--- config.mk ---
export PLATFORM = sky130hd
export DESIGN_NAME = quadrature_knob_decoder_flat
export DESIGN_NICKNAME = d
export VERILOG_FILES = /design/src/hdl/qkd_pkg.sv /design/src/hdl/qkd_req_if.sv /design/src/hdl/qkd_rsp_if.sv /design/src/hdl/quadrature_knob_decoder.sv /design/src/flat_wrapper.sv
export SDC_FILE = /design/constraint.sdc
export NUM_CORES = 1
export LEC_CHECK = 0
export ABC_AREA = 1
export BUFFER_PORTS_ARGS = -buffer_cell sky130_fd_sc_hd__buf_2
export CAP_MARGIN = 0
export CORE_UTILIZATION = 31
export CTS_CLUSTER_SIZE = 28
export DETAILED_ROUTE_END_ITERATION = 8
export GPL_TIMING_DRIVEN = 0
export HOLD_SLACK_MARGIN = 0.1
export SLEW_MARGIN = 20
export SYNTH_ARGS = -nofsm -noshare
export SYNTH_HDL_FRONTEND = slang
export SYNTH_SLANG_ARGS = --single-unit
--- constraint.sdc ---
create_clock -name clock -period 10.49 [get_ports clock]
set_input_delay 1.5735 -clock clock [delete_from_list [all_inputs] [get_ports clock]]
set_output_delay 1.5735 -clock clock [all_outputs]
set_load 0.05 [all_outputs]
--- src/hdl/qkd_pkg.sv ---
`default_nettype none
package qkd_pkg;

   localparam int POSITION_WIDTH = 16;
   localparam int POS_OUT_WIDTH  = 16;
   localparam int STEP_WIDTH     = 8;
   localparam int BOUND_WIDTH    = 16;
   localparam int CSR_DATA_WIDTH = 16;
   localparam int CSR_INDEX_WIDTH = 2;
   // wide enough for position plus step and for the 16 bit bounds
   localparam int SUM_WIDTH =
      ((POSITION_WIDTH > BOUND_WIDTH) ? POSITION_WIDTH : BOUND_WIDTH) + 2;

   localparam logic signed [SUM_WIDTH-1:0] POS_MAX =
      SUM_WIDTH'((64'sd1 <<< (POSITION_WIDTH - 1)) - 64'sd1);
   localparam logic signed [SUM_WIDTH-1:0] POS_MIN = -POS_MAX - SUM_WIDTH'(1);

   localparam logic signed [STEP_WIDTH-1:0]  STEP_RESET    = STEP_WIDTH'(1);
   localparam logic signed [BOUND_WIDTH-1:0] FLOOR_RESET   = BOUND_WIDTH'(0);
   localparam logic signed [BOUND_WIDTH-1:0] CEILING_RESET = BOUND_WIDTH'(16);
   localparam logic signed [BOUND_WIDTH-1:0] START_RESET   = BOUND_WIDTH'(0);

   localparam logic signed [STEP_WIDTH-1:0] STEP_MOST_NEG =
      {1'b1, {(STEP_WIDTH-1){1'b0}}};
   localparam logic signed [STEP_WIDTH-1:0] STEP_MOST_POS =
      {1'b0, {(STEP_WIDTH-1){1'b1}}};

   typedef enum logic [CSR_INDEX_WIDTH-1:0] {
      CSR_STEP_SIZE        = 2'd0,
      CSR_POSITION_FLOOR   = 2'd1,
      CSR_POSITION_CEILING = 2'd2,
      CSR_START_POSITION   = 2'd3
   } csr_index_type;

   // {prev B, prev A, B, A}
   localparam logic [3:0] CODE_DBL_0 = 4'b0011;
   localparam logic [3:0] CODE_DBL_1 = 4'b0110;
   localparam logic [3:0] CODE_DBL_2 = 4'b1001;
   localparam logic [3:0] CODE_DBL_3 = 4'b1100;
   localparam logic [3:0] CODE_DEC_0 = 4'b0001;
   localparam logic [3:0] CODE_DEC_1 = 4'b0111;
   localparam logic [3:0] CODE_DEC_2 = 4'b1000;
   localparam logic [3:0] CODE_DEC_3 = 4'b1110;
   localparam logic [3:0] CODE_INC_0 = 4'b0010;
   localparam logic [3:0] CODE_INC_1 = 4'b0100;
   localparam logic [3:0] CODE_INC_2 = 4'b1011;
   localparam logic [3:0] CODE_INC_3 = 4'b1101;

   typedef enum logic [1:0] {
      MOVE_NONE,
      MOVE_INC,
      MOVE_DEC,
      MOVE_DOUBLE
   } move_type;

   function automatic move_type classify(input logic [3:0] code);
      move_type m;
      case (code)
         CODE_DBL_0, CODE_DBL_1, CODE_DBL_2, CODE_DBL_3: m = MOVE_DOUBLE;
         CODE_DEC_0, CODE_DEC_1, CODE_DEC_2, CODE_DEC_3: m = MOVE_DEC;
         CODE_INC_0, CODE_INC_1, CODE_INC_2, CODE_INC_3: m = MOVE_INC;
         default: m = MOVE_NONE;
      endcase
      return m;
   endfunction

   function automatic logic signed [POSITION_WIDTH-1:0] fit_pos(
      input logic signed [SUM_WIDTH-1:0] v);
      logic signed [SUM_WIDTH-1:0] r;
      if (v > POS_MAX) begin
         r = POS_MAX;
      end else if (v < POS_MIN) begin
         r = POS_MIN;
      end else begin
         r = v;
      end
      return r[POSITION_WIDTH-1:0];
   endfunction

endpackage
`default_nettype wire

--- src/hdl/qkd_req_if.sv ---
`default_nettype none
interface qkd_req_if;
   logic       valid;
   logic       ready;
   logic [1:0] phase_bits;
   logic       button_raw;

   modport source (output valid, output phase_bits, output button_raw, input ready);
   modport sink   (input valid, input phase_bits, input button_raw, output ready);
endinterface
`default_nettype wire

--- src/hdl/qkd_rsp_if.sv ---
`default_nettype none
interface qkd_rsp_if;
   import qkd_pkg::*;
   logic                             valid;
   logic                             ready;
   logic signed [POS_OUT_WIDTH-1:0]  position;
   logic                             button_pressed;

   modport source (output valid, output position, output button_pressed, input ready);
   modport sink   (input valid, input position, input button_pressed, output ready);
endinterface
`default_nettype wire

--- src/hdl/quadrature_knob_decoder.sv ---
// channel   dir  beat                          handshake
// req_chan  in   phase_bits[1:0], button_raw   valid/ready
// rsp_chan  out  position[15:0], button_pressed valid/ready
// csr       in   csr_index[1:0], csr_write_data write enable only
//
// One result beat per request beat; a beat is taken every cycle while the
// result register is empty or being drained, so the rate is one per cycle.
// Decode, add and clamp sit before the result register; the result is valid in the next cycle.
// Synchronous reset empties the result register and presets the state.
// A stalled result blocks new requests only while it is still held.
`default_nettype none
module quadrature_knob_decoder (
   input  wire                                   clock,
   input  wire                                   reset,
   qkd_req_if.sink                               req_chan,
   qkd_rsp_if.source                             rsp_chan,
   input  wire                                   csr_write_enable,
   input  wire [qkd_pkg::CSR_INDEX_WIDTH-1:0]    csr_index,
   input  wire [qkd_pkg::CSR_DATA_WIDTH-1:0]     csr_write_data
);
   import qkd_pkg::*;

   logic signed [STEP_WIDTH-1:0]     step_ff, step_in;
   logic signed [BOUND_WIDTH-1:0]    floor_ff, floor_in;
   logic signed [BOUND_WIDTH-1:0]    ceiling_ff, ceiling_in;
   logic [1:0]                       last_phase_ff, last_phase_in;
   logic signed [STEP_WIDTH-1:0]     last_delta_ff, last_delta_in;
   logic signed [POSITION_WIDTH-1:0] position_ff, position_in;
   logic                             rsp_valid_ff, rsp_valid_in;
   logic signed [POS_OUT_WIDTH-1:0]  rsp_position_ff, rsp_position_in;
   logic                             rsp_pressed_ff, rsp_pressed_in;

   logic                             accept;
   move_type                         move;
   logic signed [STEP_WIDTH-1:0]     step_neg;
   logic signed [STEP_WIDTH-1:0]     delta;
   logic signed [SUM_WIDTH-1:0]      sum;
   logic signed [SUM_WIDTH-1:0]      clamped;
   logic signed [SUM_WIDTH-1:0]      ceiling_ext;
   logic signed [SUM_WIDTH-1:0]      floor_ext;
   logic signed [SUM_WIDTH-1:0]      new_pos_ext;
   logic signed [POSITION_WIDTH-1:0] new_pos;

   assign req_chan.ready = !rsp_valid_ff || rsp_chan.ready;
   assign accept         = req_chan.valid && req_chan.ready;

   always_comb begin
      move = classify({last_phase_ff, req_chan.phase_bits});
      step_neg = (step_ff == STEP_MOST_NEG) ? STEP_MOST_POS : -step_ff;
      case (move)
         MOVE_INC:    delta = step_ff;
         MOVE_DEC:    delta = step_neg;
         MOVE_DOUBLE: delta = last_delta_ff;
         default:     delta = last_delta_ff;
      endcase
      sum = SUM_WIDTH'(position_ff) + SUM_WIDTH'(delta);
      ceiling_ext = SUM_WIDTH'(ceiling_ff);
      floor_ext   = SUM_WIDTH'(floor_ff);
      if (sum >= ceiling_ext) begin
         clamped = ceiling_ext;
      end else if (sum <= floor_ext) begin
         clamped = floor_ext;
      end else begin
         clamped = sum;
      end
      new_pos = (move == MOVE_NONE) ? position_ff : fit_pos(clamped);
      new_pos_ext = SUM_WIDTH'(new_pos);
   end

   always_comb begin
      step_in       = step_ff;
      floor_in      = floor_ff;
      ceiling_in    = ceiling_ff;
      last_phase_in = last_phase_ff;
      last_delta_in = last_delta_ff;
      position_in   = position_ff;
      if (accept) begin
         last_phase_in = req_chan.phase_bits;
         last_delta_in = delta;
         position_in   = new_pos;
      end
      if (csr_write_enable) begin
         case (csr_index)
            CSR_STEP_SIZE:        step_in    = csr_write_data[STEP_WIDTH-1:0];
            CSR_POSITION_FLOOR:   floor_in   = csr_write_data[BOUND_WIDTH-1:0];
            CSR_POSITION_CEILING: ceiling_in = csr_write_data[BOUND_WIDTH-1:0];
            CSR_START_POSITION:
               position_in = fit_pos(SUM_WIDTH'($signed(csr_write_data[BOUND_WIDTH-1:0])));
            default: ;
         endcase
      end
   end

   always_comb begin
      rsp_valid_in    = rsp_valid_ff;
      rsp_position_in = rsp_position_ff;
      rsp_pressed_in  = rsp_pressed_ff;
      if (rsp_chan.ready) begin
         rsp_valid_in = 1'b0;
      end
      if (accept) begin
         rsp_valid_in    = 1'b1;
         rsp_position_in = new_pos_ext[POS_OUT_WIDTH-1:0];
         rsp_pressed_in  = req_chan.button_raw;
      end
   end

   always_ff @(posedge clock) begin
      if (reset) begin
         step_ff       <= STEP_RESET;
         floor_ff      <= FLOOR_RESET;
         ceiling_ff    <= CEILING_RESET;
         last_phase_ff <= 2'b00;
         last_delta_ff <= '0;
         position_ff   <= fit_pos(SUM_WIDTH'(START_RESET));
         rsp_valid_ff  <= 1'b0;
      end else begin
         step_ff       <= step_in;
         floor_ff      <= floor_in;
         ceiling_ff    <= ceiling_in;
         last_phase_ff <= last_phase_in;
         last_delta_ff <= last_delta_in;
         position_ff   <= position_in;
         rsp_valid_ff  <= rsp_valid_in;
      end
   end

   always_ff @(posedge clock) begin
      rsp_position_ff <= rsp_position_in;
      rsp_pressed_ff  <= rsp_pressed_in;
   end

   assign rsp_chan.valid          = rsp_valid_ff;
   assign rsp_chan.position       = rsp_position_ff;
   assign rsp_chan.button_pressed = rsp_pressed_ff;

endmodule
`default_nettype wire

--- src/flat_wrapper.sv ---
// flat-port wrapper written by rule: the top's interface ports become plain ports
module quadrature_knob_decoder_flat import qkd_pkg::*;
  (clock, reset, csr_write_enable, csr_index, csr_write_data, req_chan_valid, req_chan_phase_bits, req_chan_button_raw, req_chan_ready, rsp_chan_valid, rsp_chan_position, rsp_chan_button_pressed, rsp_chan_ready);
  qkd_req_if req_chan_i ();
  qkd_rsp_if rsp_chan_i ();
  input  wire clock;
  input  wire reset;
  input  wire csr_write_enable;
  input  wire [qkd_pkg::CSR_INDEX_WIDTH-1:0] csr_index;
  input  wire [qkd_pkg::CSR_DATA_WIDTH-1:0] csr_write_data;
  input wire logic [$bits(req_chan_i.valid)-1:0] req_chan_valid;
  input wire logic [$bits(req_chan_i.phase_bits)-1:0] req_chan_phase_bits;
  input wire logic [$bits(req_chan_i.button_raw)-1:0] req_chan_button_raw;
  output wire logic [$bits(req_chan_i.ready)-1:0] req_chan_ready;
  output wire logic [$bits(rsp_chan_i.valid)-1:0] rsp_chan_valid;
  output wire logic [$bits(rsp_chan_i.position)-1:0] rsp_chan_position;
  output wire logic [$bits(rsp_chan_i.button_pressed)-1:0] rsp_chan_button_pressed;
  input wire logic [$bits(rsp_chan_i.ready)-1:0] rsp_chan_ready;
  assign req_chan_i.valid = req_chan_valid;
  assign req_chan_i.phase_bits = req_chan_phase_bits;
  assign req_chan_i.button_raw = req_chan_button_raw;
  assign req_chan_ready = req_chan_i.ready;
  assign rsp_chan_valid = rsp_chan_i.valid;
  assign rsp_chan_position = rsp_chan_i.position;
  assign rsp_chan_button_pressed = rsp_chan_i.button_pressed;
  assign rsp_chan_i.ready = rsp_chan_ready;
  quadrature_knob_decoder u_core (.clock(clock), .reset(reset), .req_chan(req_chan_i), .rsp_chan(rsp_chan_i), .csr_write_enable(csr_write_enable), .csr_index(csr_index), .csr_write_data(csr_write_data));
endmodule
# Word level (Yosys, flattened, before mapping)
# Memory sizes are Yosys's and may differ from the RTL's.
# Index checks and enable logic that the tools add are counted.
# word_totals
register_bits,84
rom_bits,32
out_inout_bits,19
memories,1
# mem_list
name,words,width,read_ports,rd_clocked_by_memory_dff,write_ports,line_no,rtl
(no name shown),16,2,1,0,0,qkd_pkg.sv:58,case (code)
# classes
add_sub_neg,2
n_lt_le_gt_ge,6
eq_ne,6
mux,14
reduce_logical,9
# op_table
operator,count
$mux W16,8
$mux W18,2
$gt A18 B16 Y1 const B,1
$lt A18 B16 Y1 const B,1
$add A16 B8 Y17,1
$ge A17 B16 Y1,1
$le A17 B16 Y1,1
$gt A16 B16 Y1 const B,1
$lt A16 B16 Y1 const B,1
$pmux W8 S2,1
$eq A8 B8 Y1 const B,1
$mux W8,1
$neg A8 Y8,1
$eq A2 B2 Y1 const B,3
$reduce_and A2 Y1,3
$eq A2 B1 Y1 const B,2
$logic_not A2 Y1,2
$mux W1,2
$reduce_bool A2 Y1,1
$logic_and A1 B1 Y1,1
$logic_not A1 Y1,1
$logic_or A1 B1 Y1,1

# Logic depth before layout (Yosys ltp)
# Gate-level depths: netlist of the first run.
# logic_depth
depth_word,14
mapped_depth,42

# Worst setup path after synthesis of the first run
# Ideal clock, no wire load.
# synth_timing
kind,input -> register
from,in req_chan_phase_bits[0]
to,"reg u_core.rsp_position_ff[10] (netlist: u_core.rsp_chan.position[10]), data pin"
arrival_time_ps,5948
t_required_ps,10233
path_slack_ps,4285
cell_stages,32
path_buffers,2
cell_sequence,or2_2 a32oi_1 inv_1 ha_1 clkbuf_1 inv_1 nor2_1 a21oi_1 ha_1 nand2_1 inv_1 a21oi_1 nand2_2 nand2_1 nand2_1 xor2_1 inv_1 ha_1 nand2_1 nor2_1 nand4_1 nor2_1 nand2_1 nand2_2 nand2_4 nand2_2 nand3_1 nor2_1 nor2_4 buf_6 nand2_1 nand2_2
# synth_via
elab_chain_cells,11
word_cells_on_any_way,15
cone_classes,1 x add/sub; 4 x order compare; 2 x eq/ne; 6 x mux; 1 x reduce/logical; 1 x memory
# synth_lines
element,line_no,rtl
"start, declared",flat_wrapper.sv:12,input wire logic [$bits(req_chan_i.phase_bits)-1:0] req_chan_phase_bits;
$mem_v2 Z16 W2 (*),--,
$eq A2 B2 Y1 or $eq A2 B1 Y1 (tied branches),quadrature_knob_decoder.sv:50,case (move)
$pmux W8 S2 (*),quadrature_knob_decoder.sv:50,
net u_core.delta[7],quadrature_knob_decoder.sv:36,logic signed [STEP_WIDTH-1:0] delta;
$add A16 B8 Y17 (*),quadrature_knob_decoder.sv:56,sum = SUM_WIDTH'(position_ff) + SUM_WIDTH'(delta);
$le A17 B16 Y1,quadrature_knob_decoder.sv:61,end else if (sum <= floor_ext) begin
$mux W18,quadrature_knob_decoder.sv:61,
$mux W18 (*),quadrature_knob_decoder.sv:59,if (sum >= ceiling_ext) begin
$lt A18 B16 Y1,qkd_pkg.sv:72,end else if (v < POS_MIN) begin
$mux W16,qkd_pkg.sv:72,
$mux W16 (*),qkd_pkg.sv:70,if (v > POS_MAX) begin
$mux W16 (*),quadrature_knob_decoder.sv:66,new_pos = (move == MOVE_NONE) ? position_ff : fit_pos(clamped);
net u_core.new_pos[10],quadrature_knob_decoder.sv:42,logic signed [POSITION_WIDTH-1:0] new_pos;
"end signal, assigned",quadrature_knob_decoder.sv:129,rsp_position_ff <= rsp_position_in;
"end, declared",quadrature_knob_decoder.sv:30,"logic signed [POS_OUT_WIDTH-1:0] rsp_position_ff, rsp_position_in;"
# The timed path passes the listed nets; every way through them passes the cells marked *.
# A chain may end at the register's enable or synchronous reset.

# Worst setup path after layout of the first run
# layout_timing
from,in req_chan_phase_bits[0]
to,"reg u_core.rsp_position_ff[5] (netlist: u_core.rsp_chan.position[5]), data pin"
# The elaborated chain is that of the path after synthesis.

==> results of run 1 <==
==> registers in the layout, summed over array words and instances, names as in the netlist <==
register and flops:
u_core.step_ff 8, u_core.ceiling_ff 16, u_core.position_ff 16, u_core.last_phase_ff 2, u_core.rsp_chan.position 16, u_core.rsp_chan.valid 1
u_core.rsp_chan.button_pressed 1, u_core.floor_ff 16, u_core.last_delta_ff 8
==> worst paths after layout <==
path	cells past startpoint	startpoint	slack, ns	end
setup reg to reg	30	u_core.last_phase_ff[0]$_SDFFE_PP0P_	4.08	u_core.rsp_chan.position[5]$_DFFE_PP_
hold / removal	2	u_core.floor_ff[0]$_SDFFE_PP0P_	0.48	u_core.floor_ff[0]$_SDFFE_PP0P_
hold reg to reg	2	u_core.floor_ff[0]$_SDFFE_PP0P_	0.48	u_core.floor_ff[0]$_SDFFE_PP0P_
setup / recovery	31	req_chan_phase_bits[0]	3.15	u_core.rsp_chan.position[5]$_DFFE_PP_
==> critical path, delay by kind of cell <==
kind	cells	cell delay, ns
AO/OA/AOI/OAI	5	1.69
AND/OR/NAND/NOR	15	1.58
buffers and inverters	7	1.30
adder cells (fa/ha/maj)	3	1.04
XOR/XNOR	1	0.25
==> layer usage <==
| layer | up-vias | wire length [µm] | track usage [%] |
|---|---|---|---|
| met5 | - | 0 | 0 |
| met4 | 0 | 224 | 4.70 |
| met3 | 20 | 723 | 2.77 |
| met2 | 118 | 7440 | 28.5 |
| met1 | 2575 | 8600 | 24.5 |
| li1 | 3013 | - | - |
==> cell usage after synthesis (all sizes together) <==
cell / count / area, µm²
xnor2: 5 / 43.8
o211ai: 3 / 22.5
or2: 4 / 25.0
a21o: 4 / 30.0
nand3b: 5 / 37.5
nor3: 8 / 50.1
fa: 1 / 20.0
nor2: 62 / 243
inv: 107 / 402
dfxtp: 67 / 1340
buf: 11 / 80.1
edfxtp: 17 / 510
nand3: 40 / 218
clkbuf: 21 / 78.8
nand2: 278 / 1120
o21bai: 3 / 22.5
and2: 3 / 18.8
o21a: 1 / 7.51
clkinv: 1 / 3.75
o21ai: 77 / 389
nand4: 2 / 12.5
a32oi: 2 / 17.5
xor2: 7 / 61.3
ha: 54 / 676
a21oi: 110 / 596
==> kinds of logic (layout without fill, tap and decap cells) <==
family / count (synthesis) / count (layout) / share of synthesized area, %
simple gates: 402 / 402 / 28.7
compound gates: 200 / 200 / 18.0
buf+inv: 140 / 200 / 9.36
flops: 84 / 84 / 30.7
fa+ha+maj: 55 / 55 / 11.5
xor+xnor: 12 / 12 / 1.74
==> cell type report <==
| type | instances | share of cell area (%) |
|---|---|---|
| Multi-Input combinational cell | 669 | 52.5 |
| Timing Repair Buffer | 44 | 3.20 |
| Buffer | 32 | 2.31 |
| Inverter | 108 | 5.89 |
| Clock inverter | 5 | 0.891 |
| Tap cell | 260 | 4.73 |
| Sequential cell | 84 | 26.9 |
| Clock buffer | 11 | 3.53 |
==> metrics by stage <==
| stage | hold WS, ns | worst slack (ns) | std cells |
|---|---|---|---|
| after global placement | 0.468 | 2.90 | 1197 |
| after CTS | 0.481 | 3.24 | 1213 |
| after detailed placement | 0.471 | 2.85 | 1197 |
| after floorplan | 0.449 | 4.29 | 893 |
| after global routing | 0.508 | 2.67 | 1213 |
| final | 0.476 | 3.15 | 1213 |
==> impl_metrics.py, run 1 <==
metrics = {
    "logic_synthesis": {
        "ys_types": 42,
        "syn_nets": 974,
        "ys_seq_area_share_pct": 30.7,
        "ys_warn_count": 0,
        "avgSynthCellArea_um2": 6.75,
        "synth-seq-cells": 84,
        "synth_cells": 893,
        "synth_area_mm2": 0.00603,
    },
    "final_layout": {
        "final_common_cell": "nand2_1",
        "fin_area_mm2": 0.00688,
        "multi_input_area_mm2": 0.00361,
        "fill_cells": 2079,
        "final_cell_mix": "nand2_1 (248), inv_1 (103), a21oi_1 (98), o21ai_0 (73), dfxtp_1 (67)",
        "seq_area_mm2": 0.00185,
        "fin_nets": 1029,
        "diodes": 0,
        "final_core_util_pct": 36.4,
        "drive_gt1_share_pct": 12.8,
        "area_growth_pct": 14.1,
    },
    "detailed_routing": {
        "via_per_inst": 4.72,
        "firstDrtPassIters": 5,
        "wirelength_mm": 17.0,
        "drc_errors": 0,
        "first_iter_violations": 355,
        "wl_per_cell_um": 14.0,
        "dr_total_vias": 5726,
        "ant_nets": 0,
    },
    "clock_network": {
        "cts_made_buffers": 9,
        "cts_max_level": 3,
        "clock-sinks": 84,
        "cts_tree": "done",
        "cts_hold_buf": 0,
        "clk_latency_ns": 0.35,
        "cts.path.max_buffers": 2,
        "path_clk_slew_ns": 0.07,
        "cts_resized": 0,
        "cts_setup_buffers": 0,
        "cts_root_buf": "clkbuf_16",
    },
    "critical_path": {
        "startpoint_type": "input pin",
        "worstPathRequired_ns": 10.59,
        "crit_top_cell": "nand2_1",
        "critPathArrivalTime_ns": 7.44,
        "slowest_delay_ns": 0.85,
        "critPathSlowestCell": "a21oi_1",
        "end_kind": "register",
        "path_max_fanout": 10,
        "worstSetupPathType": "in -> reg",
    },
    "floorplan": {
        "core_area_mm2": 0.0189,
        "die_w_um": 141,
        "initial_core_util_pct": 31.9,
        "ioPinCount": 45,
        "die_area_mm2": 0.0200,
        "die_h_um": 141,
        "num_rows": 50,
    },
    "sta": {
        "max_freq_ghz": 0.136,
        "fin_skew_ns": 0.00742,
        "rsz0062_at_grt": "false",
        "post-route-min-period_ns": 7.34,
        "slew_viol_final": 0,
        "worst-slew-pin-transition_ns": 1.11,
        "setup_viol": 0,
        "fin_crit_sh_pct": 70.0,
        "finalHoldViolations": 0,
        "finalSetupTns_ns": 0,
        "max_slew_margin_pct": 26.0,
    },
    "placement": {
        "place_area_mm2": 0.00658,
        "gp_congestion": 0.895,
        "numPortBuffers": 44,
        "hpwlAfterDp_mm": 13.5,
    },
    "global_routing": {
        "grt_max_degree": 27,
        "track_usage_pct": 17.7,
        "grt_pass1_vias": 5442,
        "grt_antenna_before_repair": 0,
        "overflow": 0,
        "grt_pass1_wl_mm": 27.6,
    },
    "status": {
        "status": "completed",
    },
    "hold_path": {
        "hold_class": "reg -> reg",
    },
    "run": {
        "cap_violations": 0,
    },
}
Power of run 1 is not shown: default switching activity piles up to over one toggle a cycle in this logic, so the estimate is an artifact.
==> inputs of run 2 (changes only) <==
clock period = 6.3 ns   (was 10.49 ns; I/O delays follow)
==> run 2 against run 1 <==
  * Count of clock-buffer cells in the layout stayed put
  * Wire length is 0.23% higher
  * Utilization is 0.44 points higher
  * Non-clock buffer count is 3 higher
  * Worst setup slack worse by 2.8 ns
  * Register-to-register slack worse by 3.5 ns
  * Critical path depth is 5 higher
  * Hold slack better by 0.0035 ns
  * Sequential cell count stayed put
  * Final area is 1.2% higher
  * Sequential share of layout area is 0.32 points lower
  * Global-route usage stayed put
  * Critical path type unchanged
==> impl_metrics.py, run 2 (synthesized netlist as in run 1, its figures left out) <==
metrics = {
    "status": {
        "status": "completed",
    },
    "final_layout": {
        "drive_gt1_share_pct": 14.0,
        "final_core_util_pct": 36.9,
        "fin_nets": 1032,
        "fin_area_mm2": 0.00696,
        "fill_cells": 2075,
        "area_growth_pct": 15.5,
        "final_common_cell": "nand2_1",
        "diodes": 0,
        "multi_input_area_mm2": 0.00367,
        "final_cell_mix": "nand2_1 (248), inv_1 (102), a21oi_1 (97), o21ai_0 (73), dfxtp_1 (67)",
        "seq_area_mm2": 0.00185,
    },
    "clock_network": {
        "cts.path.max_buffers": 2,
        "cts_tree": "done",
        "cts_made_buffers": 9,
        "clk_latency_ns": 0.35,
        "cts_max_level": 3,
        "clock-sinks": 84,
        "cts_root_buf": "clkbuf_16",
        "path_clk_slew_ns": 0.07,
    },
    "sta": {
        "slew_viol_final": 0,
        "finalHoldViolations": 0,
        "max_freq_ghz": 0.169,
        "fin_crit_sh_pct": 94.1,
        "setup_viol": 0,
        "finalSetupTns_ns": 0,
        "rsz0062_at_grt": "false",
        "worst-slew-pin-transition_ns": 0.719,
        "fin_skew_ns": 0.00631,
        "max_slew_margin_pct": 52.1,
        "post-route-min-period_ns": 5.93,
        "hold-worst-slack_ns": 0.480,
    },
    "floorplan": {
        "ioPinCount": 45,
        "initial_core_util_pct": 31.9,
        "core_area_mm2": 0.0189,
        "die_w_um": 141,
        "num_rows": 50,
        "die_area_mm2": 0.0200,
        "die_h_um": 141,
    },
    "detailed_routing": {
        "wirelength_mm": 17.0,
        "maxUsedRoutingLayer": "met4",
        "first_iter_violations": 355,
        "drc_errors": 0,
        "ant_nets": 0,
        "firstDrtPassIters": 5,
        "wl_met3_um": 650,
        "wl_met1_mm": 8.72,
        "via_per_inst": 4.74,
        "dr_wl_met2_mm": 7.37,
        "wl_per_cell_um": 14.0,
        "dr_total_vias": 5769,
    },
    "global_routing": {
        "track_usage_pct": 17.7,
        "grt_max_degree": 27,
        "grt_antenna_before_repair": 0,
        "grt_pass1_wl_mm": 27.6,
        "grt_pass1_vias": 5451,
        "overflow": 0,
    },
    "critical_path": {
        "r2r_end": "u_core.position_ff[14]$_SDFF_PP0_",
        "critPathSlowestCell": "fa_1",
        "reg2reg_slack_ns": 0.58,
        "crit_family": "simple AND/OR/NAND/NOR gates",
        "worstSetupPathType": "in -> reg",
        "path_buf_inv": 7,
        "crit_top_cell": "nand2_1",
        "slowest_delay_ns": 0.40,
        "worstReg2RegStart": "u_core.step_ff[0]$_SDFFE_PP1P_",
        "reg2reg_depth": 38,
        "end_kind": "register",
        "critPathArrivalTime_ns": 6.21,
        "path_max_fanout": 10,
        "startpoint_type": "input pin",
        "worstPathRequired_ns": 6.59,
    },
    "placement": {
        "place_area_mm2": 0.00658,
        "hpwlAfterDp_mm": 13.5,
        "gp_congestion": 0.895,
        "numPortBuffers": 44,
    },
    "hold_path": {
        "hold_class": "reg -> reg",
        "min_from": "u_core.floor_ff[0]$_SDFFE_PP0P_",
        "min_to": "u_core.floor_ff[0]$_SDFFE_PP0P_",
        "whs_path_depth": 2,
    },
    "run": {
        "cap_violations": 0,
    },
}
[run 2: cell count changes in the layout (fill, tap and decap cells not counted), sizes merged]
| cell | delta |
|---|---|
| buf | +2 |
| clkbuf | +1 |
[run 2: worst min-delay path: cells and delay by family, from the launching register on]
family	cells	cell delay, ns
flip-flops	1	0.31
AO/OA/AOI/OAI	1	0.06
buffers and inverters	1	0.07
[run 2: worst max path at each step]
| stage | from | end | slack (ns) | cells after the start |
|---|---|---|---|---|
| 6_report | req_chan_phase_bits[0] | u_core.position_ff[14]$_SDFF_PP0_ | 0.37 | 36 |
| 2_1_floorplan | req_chan_phase_bits[0] | u_core.rsp_chan.position[10]$_DFFE_PP_ | 0.72 | 32 |
| 5_1_grt | req_chan_phase_bits[0] | u_core.position_ff[14]$_SDFF_PP0_ | 0.03 | 36 |
| 4_1_cts | req_chan_phase_bits[0] | u_core.rsp_chan.position[6]$_DFFE_PP_ | 0.04 | 34 |
| 3_5_place_dp | req_chan_phase_bits[0] | u_core.rsp_chan.position[14]$_DFFE_PP_ | -0.72 | 30 |
| 3_3_place_gp | req_chan_phase_bits[0] | u_core.rsp_chan.position[8]$_DFFE_PP_ | -0.66 | 30 |
[run 2: stage by stage]
| step | worst slack, ns | cells |
|---|---|---|
| 2_1_floorplan | 0.724 | 893 |
| 3_3_place_gp | -0.661 | 1197 |
| 3_5_place_dp | -0.716 | 1197 |
| 4_1_cts | 0.0405 | 1213 |
| 5_1_grt | 0.0279 | 1216 |
| 6_report | 0.373 | 1216 |
[run 2: cell type report]
cell class              instances  area share (%)
repair buffers                 48            3.59
well taps                     260            4.67
clock inverters                 5           0.881
multi-input cells             669            52.7
plain buffers                  31            2.28
clock buffers                  11            3.49
flip-flops and latches         84            26.6
inverters                     108            5.82
[run 2: metal layers]
| layer | track usage (%) | vias up |
|---|---|---|
| li1 | - | 3022 |
| met1 | 24.5 | 2595 |
| met5 | 0 | - |
| met4 | 4.70 | 0 |
| met3 | 2.77 | 25 |
| met2 | 28.5 | 127 |
[run 2: what timing repair did]
item / in CTS / in global routing
pin swaps: 0 / 1
endpoints found under the hold margin: 0 / 0
endpoints found under the setup margin: 32 / 32
hold buffers: 0 / 0
resized for setup: 2 / 11
setup buffers: 0 / 4
Power of run 2 is left out for the same reason.
